**src/kssct_pkg.sv**
```systemverilog
// Shared constants and codes for the keyed start/stop condition table.
package kssct_pkg;

  // Table geometry
  localparam int TABLE_DEPTH = 64;
  localparam int SOFT_LIMIT  = 48;
  localparam int KEY_WIDTH   = 32;
  localparam int COUNT_WIDTH = 16;

  // Port widths fixed by the item format
  localparam int KEY_PORT_W  = 32;
  localparam int COND_W      = 2;
  localparam int TRACK_W     = 7;
  localparam int CFG_IDX_W   = 2;
  localparam int CFG_DATA_W  = 1;

  // Derived widths
  localparam int IDX_W  = $clog2(TABLE_DEPTH);
  localparam int SCAN_W = $clog2(TABLE_DEPTH + 1);
  localparam int OCC_W  = $clog2(TABLE_DEPTH + 1);

  localparam logic [COUNT_WIDTH-1:0] COUNT_MAX = '1;

  // Condition codes
  localparam logic [COND_W-1:0] COND_UNKNOWN = 2'd0;
  localparam logic [COND_W-1:0] COND_FALSE   = 2'd1;
  localparam logic [COND_W-1:0] COND_TRUE    = 2'd2;

  // Configuration register indexes
  localparam logic [CFG_IDX_W-1:0] CFG_NEST_MODE     = 2'd0;
  localparam logic [CFG_IDX_W-1:0] CFG_INITIAL_FALSE = 2'd1;
  localparam logic [CFG_IDX_W-1:0] CFG_SLICED        = 2'd2;

endpackage

```
**src/keyed_start_stop_condition_table.sv**
```systemverilog
// Keyed start/stop condition table: scanned key table with per-key start counts.
//
// Usage:
//   Input channel (in_valid_i / in_stall_o) carries one event beat: start, stop
//   and stop-all match flags plus a key. Output channel (out_valid_o /
//   out_stall_i) returns one result beat per event: condition, changed,
//   dropped, over-soft-limit and the number of occupied entries.
//   The configuration port (cfg_we_i, cfg_idx_i, cfg_data_i) writes the
//   nesting mode (0), initial_false (1) and sliced (2); write it while idle.
// Timing:
//   An event walks the whole key table through one memory read port, one
//   entry per cycle, and an update step then writes the table and loads the
//   result. A stop-all beat skips the scan and goes straight to the update
//   step. The next event is taken the cycle after the previous result is
//   loaded.
// Reset:
//   Clears all valid bits, the occupancy count, the forced-false flag and the
//   configuration; the key and count memories are not cleared.
// Stall:
//   A result waits in the output register while the receiver stalls; the
//   next event may be scanned meanwhile, and its update holds until the
//   output register is free.
module keyed_start_stop_condition_table
  import kssct_pkg::*;
(
  input  logic                  clk_i,
  input  logic                  rst_ni,
  // configuration write port
  input  logic                  cfg_we_i,
  input  logic [CFG_IDX_W-1:0]  cfg_idx_i,
  input  logic [CFG_DATA_W-1:0] cfg_data_i,
  // event channel
  input  logic                  in_valid_i,
  output logic                  in_stall_o,
  input  logic                  start_matched_i,
  input  logic                  stop_matched_i,
  input  logic                  stop_all_matched_i,
  input  logic [KEY_PORT_W-1:0] entry_key_i,
  // result channel
  output logic                  out_valid_o,
  input  logic                  out_stall_i,
  output logic [COND_W-1:0]     condition_o,
  output logic                  changed_o,
  output logic                  dropped_o,
  output logic                  over_soft_limit_o,
  output logic [TRACK_W-1:0]    tracked_count_o
);

  typedef enum logic [1:0] {
    S_IDLE,
    S_SCAN,
    S_DONE
  } state_e;

  state_e                  state_q;
  logic                    nesting_q, init_false_q, sliced_q, forced_q;
  logic [TABLE_DEPTH-1:0]  valid_q;
  logic [OCC_W-1:0]        occ_q;

  // captured event
  logic                    start_q, stop_q, all_q;
  logic [KEY_WIDTH-1:0]    key_q;

  // scan pipeline
  logic [SCAN_W-1:0]       scan_q;
  logic                    rd_vld_q;
  logic [IDX_W-1:0]        rd_idx_q;
  logic [KEY_WIDTH-1:0]    rd_key_q;
  logic [COUNT_WIDTH-1:0]  rd_cnt_q;

  // scan findings
  logic                    found_q, free_found_q, any_true_q;
  logic [IDX_W-1:0]        match_idx_q, free_idx_q;
  logic [COUNT_WIDTH-1:0]  match_cnt_q;

  // result register
  logic                    out_valid_q;
  logic [COND_W-1:0]       cond_q;
  logic                    chg_q, drop_q, soft_q;
  logic [OCC_W-1:0]        track_q;

  // memories
  logic [KEY_WIDTH-1:0]    key_mem [TABLE_DEPTH];
  logic [COUNT_WIDTH-1:0]  cnt_mem [TABLE_DEPTH];

  logic                    in_acc, out_acc, scan_rd, out_free, load_res;
  logic                    rd_hit, rd_free, rd_true;

  // update decision
  logic                    dflt_false;
  logic [COND_W-1:0]       dflt_cond;
  logic                    is_start;
  logic [COUNT_WIDTH-1:0]  cnt_dec;
  logic [COUNT_WIDTH-1:0]  new_cnt;
  logic                    wr_en;
  logic [IDX_W-1:0]        wr_idx;
  logic [KEY_WIDTH-1:0]    wr_key;
  logic [COUNT_WIDTH-1:0]  wr_cnt;
  logic                    set_vld, clr_vld, clr_all, occ_inc, occ_dec;
  logic [COND_W-1:0]       res_cond;
  logic                    res_chg, res_drop, res_soft;
  logic [OCC_W-1:0]        occ_next;

  assign in_stall_o  = (state_q != S_IDLE);
  assign in_acc      = in_valid_i && !in_stall_o;
  assign out_acc     = out_valid_q && !out_stall_i;
  assign out_free    = !out_valid_q || !out_stall_i;
  assign scan_rd     = (state_q == S_SCAN) && (scan_q < SCAN_W'(TABLE_DEPTH));
  assign load_res    = (state_q == S_DONE) && out_free;

  // Compare the entry read last cycle
  assign rd_hit  = rd_vld_q && valid_q[rd_idx_q] && (rd_key_q == key_q);
  assign rd_free = rd_vld_q && !valid_q[rd_idx_q];
  assign rd_true = rd_vld_q && valid_q[rd_idx_q] && (rd_cnt_q != '0);

  // Decide the result and the table update
  assign dflt_false = init_false_q || forced_q;
  assign dflt_cond  = dflt_false ? COND_FALSE : COND_UNKNOWN;
  assign is_start   = start_q && !stop_q;

  always_comb begin
    wr_en    = 1'b0;
    wr_idx   = match_idx_q;
    wr_key   = key_q;
    wr_cnt   = match_cnt_q;
    set_vld  = 1'b0;
    clr_vld  = 1'b0;
    clr_all  = 1'b0;
    occ_inc  = 1'b0;
    occ_dec  = 1'b0;
    res_cond = dflt_cond;
    res_chg  = 1'b0;
    res_drop = 1'b0;
    res_soft = 1'b0;
    cnt_dec  = nesting_q ? (match_cnt_q - COUNT_WIDTH'(1)) : '0;
    new_cnt  = match_cnt_q;

    if (all_q) begin
      clr_all  = 1'b1;
      res_cond = COND_FALSE;
      res_chg  = !(dflt_false && (occ_q == '0));
    end else if (!start_q && !stop_q) begin
      if (sliced_q) begin
        if (any_true_q) begin
          res_cond = COND_TRUE;
        end
      end else if (found_q) begin
        res_cond = (match_cnt_q != '0) ? COND_TRUE : COND_FALSE;
      end
    end else if (!found_q) begin
      res_soft = sliced_q && (32'(occ_q) >= SOFT_LIMIT);
      if (!free_found_q) begin
        res_cond = COND_UNKNOWN;
        res_drop = 1'b1;
      end else begin
        res_cond = is_start ? COND_TRUE : COND_FALSE;
        if (is_start || !dflt_false) begin
          wr_en   = 1'b1;
          wr_idx  = free_idx_q;
          wr_cnt  = is_start ? COUNT_WIDTH'(1) : '0;
          set_vld = 1'b1;
          occ_inc = 1'b1;
          res_chg = 1'b1;
        end
      end
    end else if (is_start) begin
      res_chg  = (match_cnt_q == '0);
      new_cnt  = (match_cnt_q == COUNT_MAX) ? match_cnt_q : match_cnt_q + COUNT_WIDTH'(1);
      wr_en    = 1'b1;
      wr_cnt   = new_cnt;
      res_cond = COND_TRUE;
    end else begin
      res_cond = (match_cnt_q != '0) ? COND_TRUE : COND_FALSE;
      if (match_cnt_q != '0) begin
        new_cnt = cnt_dec;
        if (cnt_dec == '0) begin
          res_cond = COND_FALSE;
          res_chg  = 1'b1;
        end
      end
      wr_en  = 1'b1;
      wr_cnt = new_cnt;
      if (dflt_false && (new_cnt == '0)) begin
        clr_vld = 1'b1;
        occ_dec = 1'b1;
      end
    end

    if (clr_all) begin
      occ_next = '0;
    end else if (occ_inc) begin
      occ_next = occ_q + OCC_W'(1);
    end else if (occ_dec) begin
      occ_next = occ_q - OCC_W'(1);
    end else begin
      occ_next = occ_q;
    end
  end

  // Key and count memories: one read port for the scan, one write port
  always_ff @(posedge clk_i) begin
    if (scan_rd) begin
      rd_key_q <= key_mem[scan_q[IDX_W-1:0]];
      rd_cnt_q <= cnt_mem[scan_q[IDX_W-1:0]];
    end
    if (load_res && wr_en) begin
      key_mem[wr_idx] <= wr_key;
      cnt_mem[wr_idx] <= wr_cnt;
    end
  end

  // Sequencer, table control and result register
  always_ff @(posedge clk_i or negedge rst_ni) begin
    if (!rst_ni) begin
      state_q      <= S_IDLE;
      nesting_q    <= 1'b0;
      init_false_q <= 1'b0;
      sliced_q     <= 1'b0;
      forced_q     <= 1'b0;
      valid_q      <= '0;
      occ_q        <= '0;
      start_q      <= 1'b0;
      stop_q       <= 1'b0;
      all_q        <= 1'b0;
      key_q        <= '0;
      scan_q       <= '0;
      rd_vld_q     <= 1'b0;
      rd_idx_q     <= '0;
      found_q      <= 1'b0;
      free_found_q <= 1'b0;
      any_true_q   <= 1'b0;
      match_idx_q  <= '0;
      free_idx_q   <= '0;
      match_cnt_q  <= '0;
      out_valid_q  <= 1'b0;
      cond_q       <= COND_UNKNOWN;
      chg_q        <= 1'b0;
      drop_q       <= 1'b0;
      soft_q       <= 1'b0;
      track_q      <= '0;
    end else begin
      // take configuration writes
      if (cfg_we_i) begin
        unique case (cfg_idx_i)
          CFG_NEST_MODE:     nesting_q    <= cfg_data_i[0];
          CFG_INITIAL_FALSE: init_false_q <= cfg_data_i[0];
          CFG_SLICED:        sliced_q     <= cfg_data_i[0];
          default: ;
        endcase
      end

      // load a new result beat, or drop the one taken
      if (load_res) begin
        out_valid_q <= 1'b1;
      end else if (out_acc) begin
        out_valid_q <= 1'b0;
      end

      // advance the read pipeline
      rd_vld_q <= scan_rd;
      rd_idx_q <= scan_q[IDX_W-1:0];

      // collect scan findings
      if (rd_hit && !found_q) begin
        found_q     <= 1'b1;
        match_idx_q <= rd_idx_q;
        match_cnt_q <= rd_cnt_q;
      end
      if (rd_free && !free_found_q) begin
        free_found_q <= 1'b1;
        free_idx_q   <= rd_idx_q;
      end
      if (rd_true) begin
        any_true_q <= 1'b1;
      end

      unique case (state_q)
        S_IDLE: begin
          if (in_acc) begin
            start_q      <= start_matched_i;
            stop_q       <= stop_matched_i;
            all_q        <= stop_all_matched_i;
            key_q        <= sliced_q ? KEY_WIDTH'(entry_key_i) : '0;
            scan_q       <= '0;
            found_q      <= 1'b0;
            free_found_q <= 1'b0;
            any_true_q   <= 1'b0;
            state_q      <= stop_all_matched_i ? S_DONE : S_SCAN;
          end
        end
        S_SCAN: begin
          if (scan_q == SCAN_W'(TABLE_DEPTH)) begin
            state_q <= S_DONE;
          end else begin
            scan_q <= scan_q + SCAN_W'(1);
          end
        end
        S_DONE: begin
          if (out_free) begin
            if (clr_all) begin
              valid_q  <= '0;
              forced_q <= 1'b1;
            end else if (set_vld) begin
              valid_q[wr_idx] <= 1'b1;
            end else if (clr_vld) begin
              valid_q[wr_idx] <= 1'b0;
            end
            occ_q       <= occ_next;
            cond_q      <= res_cond;
            chg_q       <= res_chg;
            drop_q      <= res_drop;
            soft_q      <= res_soft;
            track_q     <= occ_next;
            state_q     <= S_IDLE;
          end
        end
        default: state_q <= S_IDLE;
      endcase
    end
  end

  assign out_valid_o       = out_valid_q;
  assign condition_o       = cond_q;
  assign changed_o         = chg_q;
  assign dropped_o         = drop_q;
  assign over_soft_limit_o = soft_q;
  assign tracked_count_o   = TRACK_W'(track_q);

  // Occupancy always matches the number of valid entries
  assert property (@(posedge clk_i) disable iff (!rst_ni)
    $countones(valid_q) == 32'(occ_q))
    else $error("occupancy out of step with valid bits");

  // A new result beat only comes from the update step
  assert property (@(posedge clk_i) disable iff (!rst_ni)
    $rose(out_valid_q) |-> $past(state_q == S_DONE))
    else $error("result raised outside the update step");

  // A refused key reports an unknown condition and no change
  assert property (@(posedge clk_i) disable iff (!rst_ni)
    (out_valid_q && drop_q) |-> (cond_q == COND_UNKNOWN && !chg_q))
    else $error("dropped beat with a known condition");

  // The scan never runs past the end of the table
  assert property (@(posedge clk_i) disable iff (!rst_ni)
    (state_q == S_SCAN) |-> (scan_q <= SCAN_W'(TABLE_DEPTH)))
    else $error("scan index past table end");

endmodule

```
**config.mk**
```make
export PLATFORM = sky130hd
export DESIGN_NAME = keyed_start_stop_condition_table
export DESIGN_NICKNAME = d
export VERILOG_FILES = /design/src/kssct_pkg.sv /design/src/keyed_start_stop_condition_table.sv
export SDC_FILE = /design/constraint.sdc
export NUM_CORES = 2
export LEC_CHECK = 0
export BUFFER_PORTS_ARGS = -buffer_cell sky130_fd_sc_hd__buf_2
export CORE_MARGIN = 2
export CORE_UTILIZATION = 57
export DETAILED_ROUTE_END_ITERATION = 10
export GPL_TIMING_DRIVEN = 0
export PLACE_DENSITY = 0.76
export SLEW_MARGIN = 20
export SYNTH_ARGS = -nofsm -noshare
export SYNTH_HDL_FRONTEND = slang
export SYNTH_SLANG_ARGS = --single-unit
```
**constraint.sdc**
```tcl
create_clock -name clk_i -period 5.81 [get_ports clk_i]
set_input_delay 0.2905 -clock clk_i [delete_from_list [all_inputs] [get_ports clk_i]]
set_output_delay 0.2905 -clock clk_i [all_outputs]
set_load 0.01 [all_outputs]
```
[After elaboration in Yosys (flattened, before gate mapping)]
Memories as Yosys holds them, arrays and structs flattened. A register that Yosys moved wholly into a read port is not among the register bits.
Cells that the tools add are included.
W data, S select, Z words.
Word-level totals
  input port bits: 43
  word-level logic and storage cells: 193
  memories kept: 2
  flip-flop bits (word level): 163
  output and inout bits: 14
  memory bits (writable): 3072
Memories
  key_mem: depth 64, width 32, read ports 1, clocked after Yosys merged registers in 1, write ports 1, RTL line keyed_start_stop_condition_table.sv:83  | logic [KEY_WIDTH-1:0] key_mem [TABLE_DEPTH];
  cnt_mem: depth 64, width 16, read ports 1, clocked after Yosys merged registers in 1, write ports 1, RTL line keyed_start_stop_condition_table.sv:84  | logic [COUNT_WIDTH-1:0] cnt_mem [TABLE_DEPTH];
Operators by class
  eq/ne operators: 11
  bitwise gates (word level): 3
  $add $sub $neg: 5
  muxes and demuxes: 91
  reduce and logical (&&, ||, !) cells: 51
  magnitude comparators: 5
Operators with widths (count)
  $mux W16: 13
  $mux W64: 3
  $and A64 B64 Y64: 1
  $not A64 Y64: 1
  $or A64 B64 Y64: 1
  $logic_not A16 Y1: 3
  $mux W1: 44
  $mux W7: 5
  $eq A32 B32 Y1: 1
  $mux W2: 16
  $mux W32: 1
  $reduce_bool A16 Y1: 2
  $mux W6: 5
  $logic_and A1 B1 Y1: 17
  $add A16 B1 Y16 const B: 1
  $eq A16 B16 Y1 const B: 1
  $sub A16 B1 Y16 const B: 1
  $add A7 B1 Y7 const B: 2
  $lt A6 B7 Y1 const B: 2
  $pmux W7 S2: 1
  $reduce_and A3 Y1: 4
  $logic_not A1 Y1: 10
  $reduce_and A2 Y1: 5
  $eq A7 B7 Y1 const B: 1
  other kinds (16): 25

[Longest topological paths before layout]
  word-level depth: 17
  depth in mapped cells: 14

[Least setup slack after synthesis]
Ideal clock, no wire load.
  path type: register -> register
  start point: register match_cnt_q[0]
  end point: memory cnt_mem[0][0] (data pin)
  arrival: 4.765 ns
  setup time: 0.720 ns
  path buffers: 1
  stages on the path, launching flop included: 10
  required time: 5.090 ns
  setup slack: 0.325 ns
  path through: dfrtp_1 -> clkbuf_1 -> inv_1 -> ha_1 -> or4b_2 -> nor4_2 -> nand2_1 -> o21ai_0 -> a211oi_1 -> o31ai_1
Between the ends
  word-level cells in the longest chain between the ends: 11
  elaborated cells on any way between the ends: 17
  classes of those cells: add/sub: 2; eq/ne: 1; mux: 13; reduce/logical: 1
Ends and longest elaborated chain
  from (decl): RTL line keyed_start_stop_condition_table.sv:74  | logic [COUNT_WIDTH-1:0] match_cnt_q;
  from (signal assigned): RTL line keyed_start_stop_condition_table.sv:267  | match_cnt_q <= rd_cnt_q;
  $sub A16 B1 Y16: RTL line keyed_start_stop_condition_table.sv:135  | cnt_dec = nesting_q ? (match_cnt_q - COUNT_WIDTH'(1)) : '0;
  $mux W16: RTL line keyed_start_stop_condition_table.sv:135
  $mux W16: RTL line keyed_start_stop_condition_table.sv:174  | if (match_cnt_q != '0) begin
  $mux W16: RTL line keyed_start_stop_condition_table.sv:166  | end else if (is_start) begin
  $mux W16: RTL line keyed_start_stop_condition_table.sv:150  | end else if (!found_q) begin
  $mux W16: RTL line keyed_start_stop_condition_table.sv:142  | end else if (!start_q && !stop_q) begin
  $mux W16: RTL line keyed_start_stop_condition_table.sv:138  | if (all_q) begin
  $mux W16: RTL line keyed_start_stop_condition_table.sv:166
  $mux W16: RTL line keyed_start_stop_condition_table.sv:150
  $mux W16: RTL line keyed_start_stop_condition_table.sv:142
  $mux W16 (*): RTL line keyed_start_stop_condition_table.sv:138
  named net wr_cnt[0]: RTL line keyed_start_stop_condition_table.sv:98  | logic [COUNT_WIDTH-1:0] wr_cnt;
  to (decl): RTL line keyed_start_stop_condition_table.sv:84
Mark *: on every way through the listed nets, which the timed path passes. The rest lies on a longest branch. The select of a mux whose other input is x is not followed.

[Worst setup path in the final report]
  start point: register stop_q
  end point: memory key_mem[27][8] (enable)
Between the ends
  word-level cells in the longest chain between the ends: 11
  elaborated cells on any way between the ends: 17
  classes of those cells: mux: 12; reduce/logical: 5
Ends and longest elaborated chain
  from (decl): RTL line keyed_start_stop_condition_table.sv:61  | logic start_q, stop_q, all_q;
  from (signal assigned): RTL line keyed_start_stop_condition_table.sv:281  | stop_q <= stop_matched_i;
  $logic_not A1 Y1 (*): RTL line keyed_start_stop_condition_table.sv:119, keyed_start_stop_condition_table.sv:142
  $logic_and A1 B1 Y1: RTL line keyed_start_stop_condition_table.sv:119  | assign is_start = start_q && !stop_q;
  $logic_or A1 B1 Y1: RTL line keyed_start_stop_condition_table.sv:157  | if (is_start || !dflt_false) begin
  $mux W1: RTL line keyed_start_stop_condition_table.sv:157
  $mux W1: RTL line keyed_start_stop_condition_table.sv:152  | if (!free_found_q) begin
  $mux W1: RTL line keyed_start_stop_condition_table.sv:150
  $mux W1: RTL line keyed_start_stop_condition_table.sv:142
  $mux W1: RTL line keyed_start_stop_condition_table.sv:138
  $logic_and A1 B1 Y1: RTL line keyed_start_stop_condition_table.sv:206  | if (load_res && wr_en) begin
  $mux W1: RTL line keyed_start_stop_condition_table.sv:206
  $mux W1 (implied by the code): RTL line keyed_start_stop_condition_table.sv:207  | key_mem[wr_idx] <= wr_key;
  to (decl): RTL line keyed_start_stop_condition_table.sv:83
Every way passes the cells marked *; elsewhere a longest branch is shown, timed or not.

==> impl_metrics.yaml <==
final_layout:
  fillCellCount: 12800
  final-instance-count-excl-fill: 9366
  areaGrowthSynthToFinish_pct: 16.1
  drive_gt1_frac: 0.320
  regArea_sq_um: 97800
  nNetsFinal: 6184
  multi_input_area_sq_um: 29100
  stdcell_area_sq_um: 148000
route:
  route.vias.total: 67000
  routed_via_count_divided_by_cell_count: 7.15
  route.final.wire_length_mm: 376
  detail_route.iter0.violations: 11300
  drt_drc_violations_left: 0
  drt_first_pass_iters: 7
  detail_route.wl_per_cell_microns: 40.1
  antenna_left: 0
power:
  power.static_leakage_nw: 54.2
  power_density_nw_per_um2: 315
  ir_worst_vdd_mv: 0.381
  finalPower_mw: 46.6
clock_network:
  worst_setup_hold_path_clk_slew_ns: 0.06
  clock_tree_from_tritoncts: "built"
  clk_path_buf_depth: 4
  cts.sink_count: 3283
  root_buffer: "clkbuf_16"
  htree_depth: 5
  tritoncts.num_buffers: 328
  post_cts_resized: 0
  source_to_sink_clock_delay_at_the_later_pin_of_the_worst_skew_pair_ns: 0.98
synth:
  syn-instance-count: 5462
  synth-edff-count: 3120
  synth-seq-area-share: 0.766
  yosys_warnings: 0
  yosys_register_bits: 3283
  synth.most_common_cell: "edfxtp_1"
  ys_types: 67
  ranking_of_synthesized_cells_by_instance_count: "3120 x edfxtp_1, 1029 x mux4_2, 215 x clkbuf_1"
  synthesis.area_per_instance_sq_um: 23.4
  postSynth.topFlopCell: "edfxtp_1"
  synthDominantCellAreaShare: 0.734
  synth.cell_area_sq_um: 128000
  asyncSetResetFlopFracSynth: 0.0496
  synth_nets: 5516
  synth_top_cell_by_area: "edfxtp_1"
  synth.area.top_cells: "edfxtp_1 73%, mux4_2 18%, dfrtp_1 3.2%"
placed_design:
  hpwl_detailed_mm: 228
  postPlaceCellArea_sq_um: 137000
  place.detailed.instances: 8721
  gpl_congestion: 0.847
  place.port_buffers: 56
floorplan:
  chipHeight_microns: 477
  fp-row-count: 173
  floorplan.io_pins: 57
  die_outline_area_sq_um: 228000
  die_w_microns: 477
  initial_utilization: 0.574
  design.core.area_sq_um: 222000
global_route:
  grt_start_max_net_pins: 99
  grt_first_pass_wirelength_mm: 524
  antenna_found_initial: 35
  first_global_vias: 68100
  grt_remaining_overflow: 0
  global_route.usage.total: 0.331
run:
  drv_cap: 0
timing:
  worst_slew_pin_slew_ns: 1.29
  max_slew_violation_total_from_the_final_report: 0
  timing.clock.skew_ns: 0.0820
  grt_setup_unrepaired: "no"
  slew_headroom: 0.140
  finalCritPeriodShare: 0.959
  final_hold_viol_count: 0
  timing.final.setup_violations: 0
  fmax_mhz: 180
  period_minus_slack_ns: 5.57
worst_setup_path:
  critical_path.endpoint_type: "flip-flop"
  r2r-start: "stop_q$_DFFE_PN0P_"
  timing.critical_path.from_type: "flip-flop"
  path_max_fanout: 20
  setup.worst_path.class: "flip-flop to flip-flop"
  critical_path_arrival_ns: 6.21
  critical_path_required_ns: 6.45
  crit_path_start: "stop_q$_DFFE_PN0P_"
status:
  outcome: "finished clean"
hold_path:
  hp-start: "start_matched_i"
  worstHoldPathType: "input pin to flip-flop"
==> metal layers <==
layer  global-route usage  up-vias  part of all wire
li1                     -    24700                 -
met1                0.409    35000              0.32
met2                0.541     5998              0.49
met3               0.0923     1281              0.13
met4                0.166       16             0.059
met5                    0        -           0.00029
==> cells in the final DEF, fill, tap and decap left out, types with 30 or more instances in the layout <==
master and instances:
buf_16 60, buf_12 154, nand3_1 55, dfrtp_2 32, clkbuf_1 207, dfrtp_1 131
buf_1 44, edfxtp_1 3120, nor2_4 64, dlygate4sd3_1 50, bufinv_16 32, mux2i_1 77
nor2_1 111, clkinv_2 57, clkinv_1 63, clkbuf_16 332, nand2_1 126, clkbuf_2 71
mux4_2 1029, o21ai_0 30, buf_2 85, xnor2_1 40, o2bb2ai_1 64
==> cell families after synthesis <==
| logic type | count (synthesis) | synth area share |
|---|---|---|
| adders and majority gates | 11 | 0.00114 |
| and+or+nand+nor | 459 | 0.0163 |
| buffers and inverters | 330 | 0.0105 |
| DFF | 3283 | 0.766 |
| AOI/OAI and AO/OA | 188 | 0.0108 |
| muxes | 1146 | 0.192 |
| xor gates and xnor gates | 45 | 0.00309 |
==> flip-flops by register name, summed over array words and instances (netlist names), 2 cells and up <==
name / cells
key_mem: 2048
state_q: 2
cnt_mem: 1024
free_idx_q: 6
rd_idx_q: 6
rd_cnt_q: 16
scan_q: 7
rd_key_q: 32
condition_o: 2
match_cnt_q: 16
match_idx_q: 6
occ_q: 7
key_q: 32
valid_q: 64
==> cell type report <==
type / count / area share
timing repair buffer: 338 / 0.0386
tap: 2975 / 0.0251
inverter: 15 / 0.000380
clock inverter: 181 / 0.0117
sequential: 3283 / 0.660
clock buffer: 385 / 0.0576
antenna: 25 / 0.000422
buffer: 315 / 0.00949
multi-input combinational: 1849 / 0.197
==> power by group <==
group          switching [mW]  internal [mW]  total [mW]
clock                    9.07           11.9        21.0
sequential            0.00606           25.5        25.5
combinational          0.0747         0.0504       0.125
==> worst paths after layout <==
check | endpoint | slack, ns | depth (start not counted)
max | key_mem[27][8]$_DFFE_PP_ | 0.24 | 10
min | start_q$_DFFE_PN0P_ | 0.11 | 4
max reg2reg | key_mem[27][8]$_DFFE_PP_ | 0.24 | 10
min reg2reg | rd_idx_q[2]$_DFF_PN0_ | 0.45 | 0
max in group asynchronous | valid_q[18]$_DFFE_PN0P_ | 4.80 | 4
min in group asynchronous | occ_q[6]$_DFFE_PN0P_ | 0.52 | 4
==> timing repair <==
item | 4_1_cts | 5_1_grt
hold buffers | 51 | 0
hold endpoints to repair | 206 | 0
buffers inserted | 0 | 0
==> critical path: stages, from the launching register on <==
cell and delay [ns]:
dfrtp_1 0.34, clkbuf_1 0.48, nor2b_1 0.10, clkbuf_1 0.26, o2111ai_2 0.63, buf_2 0.53, mux2i_1 0.44, nand3_1 0.90
nor2_4 1.05, buf_12 0.28, buf_12 0.22
==> metrics by stage <==
stage               hold WS [ns]   util  worst slack, ns  setup TNS, ns
floorplan               -0.00509      -            0.325              0
global placement           0.369  0.592            -3.03       -8825.51
detailed placement         0.270  0.617            0.570              0
CTS                       0.0591  0.666            0.437              0
global route               0.108  0.666            0.273              0
finish                     0.107  0.666            0.239              0
(Power assumes the default switching activity.)
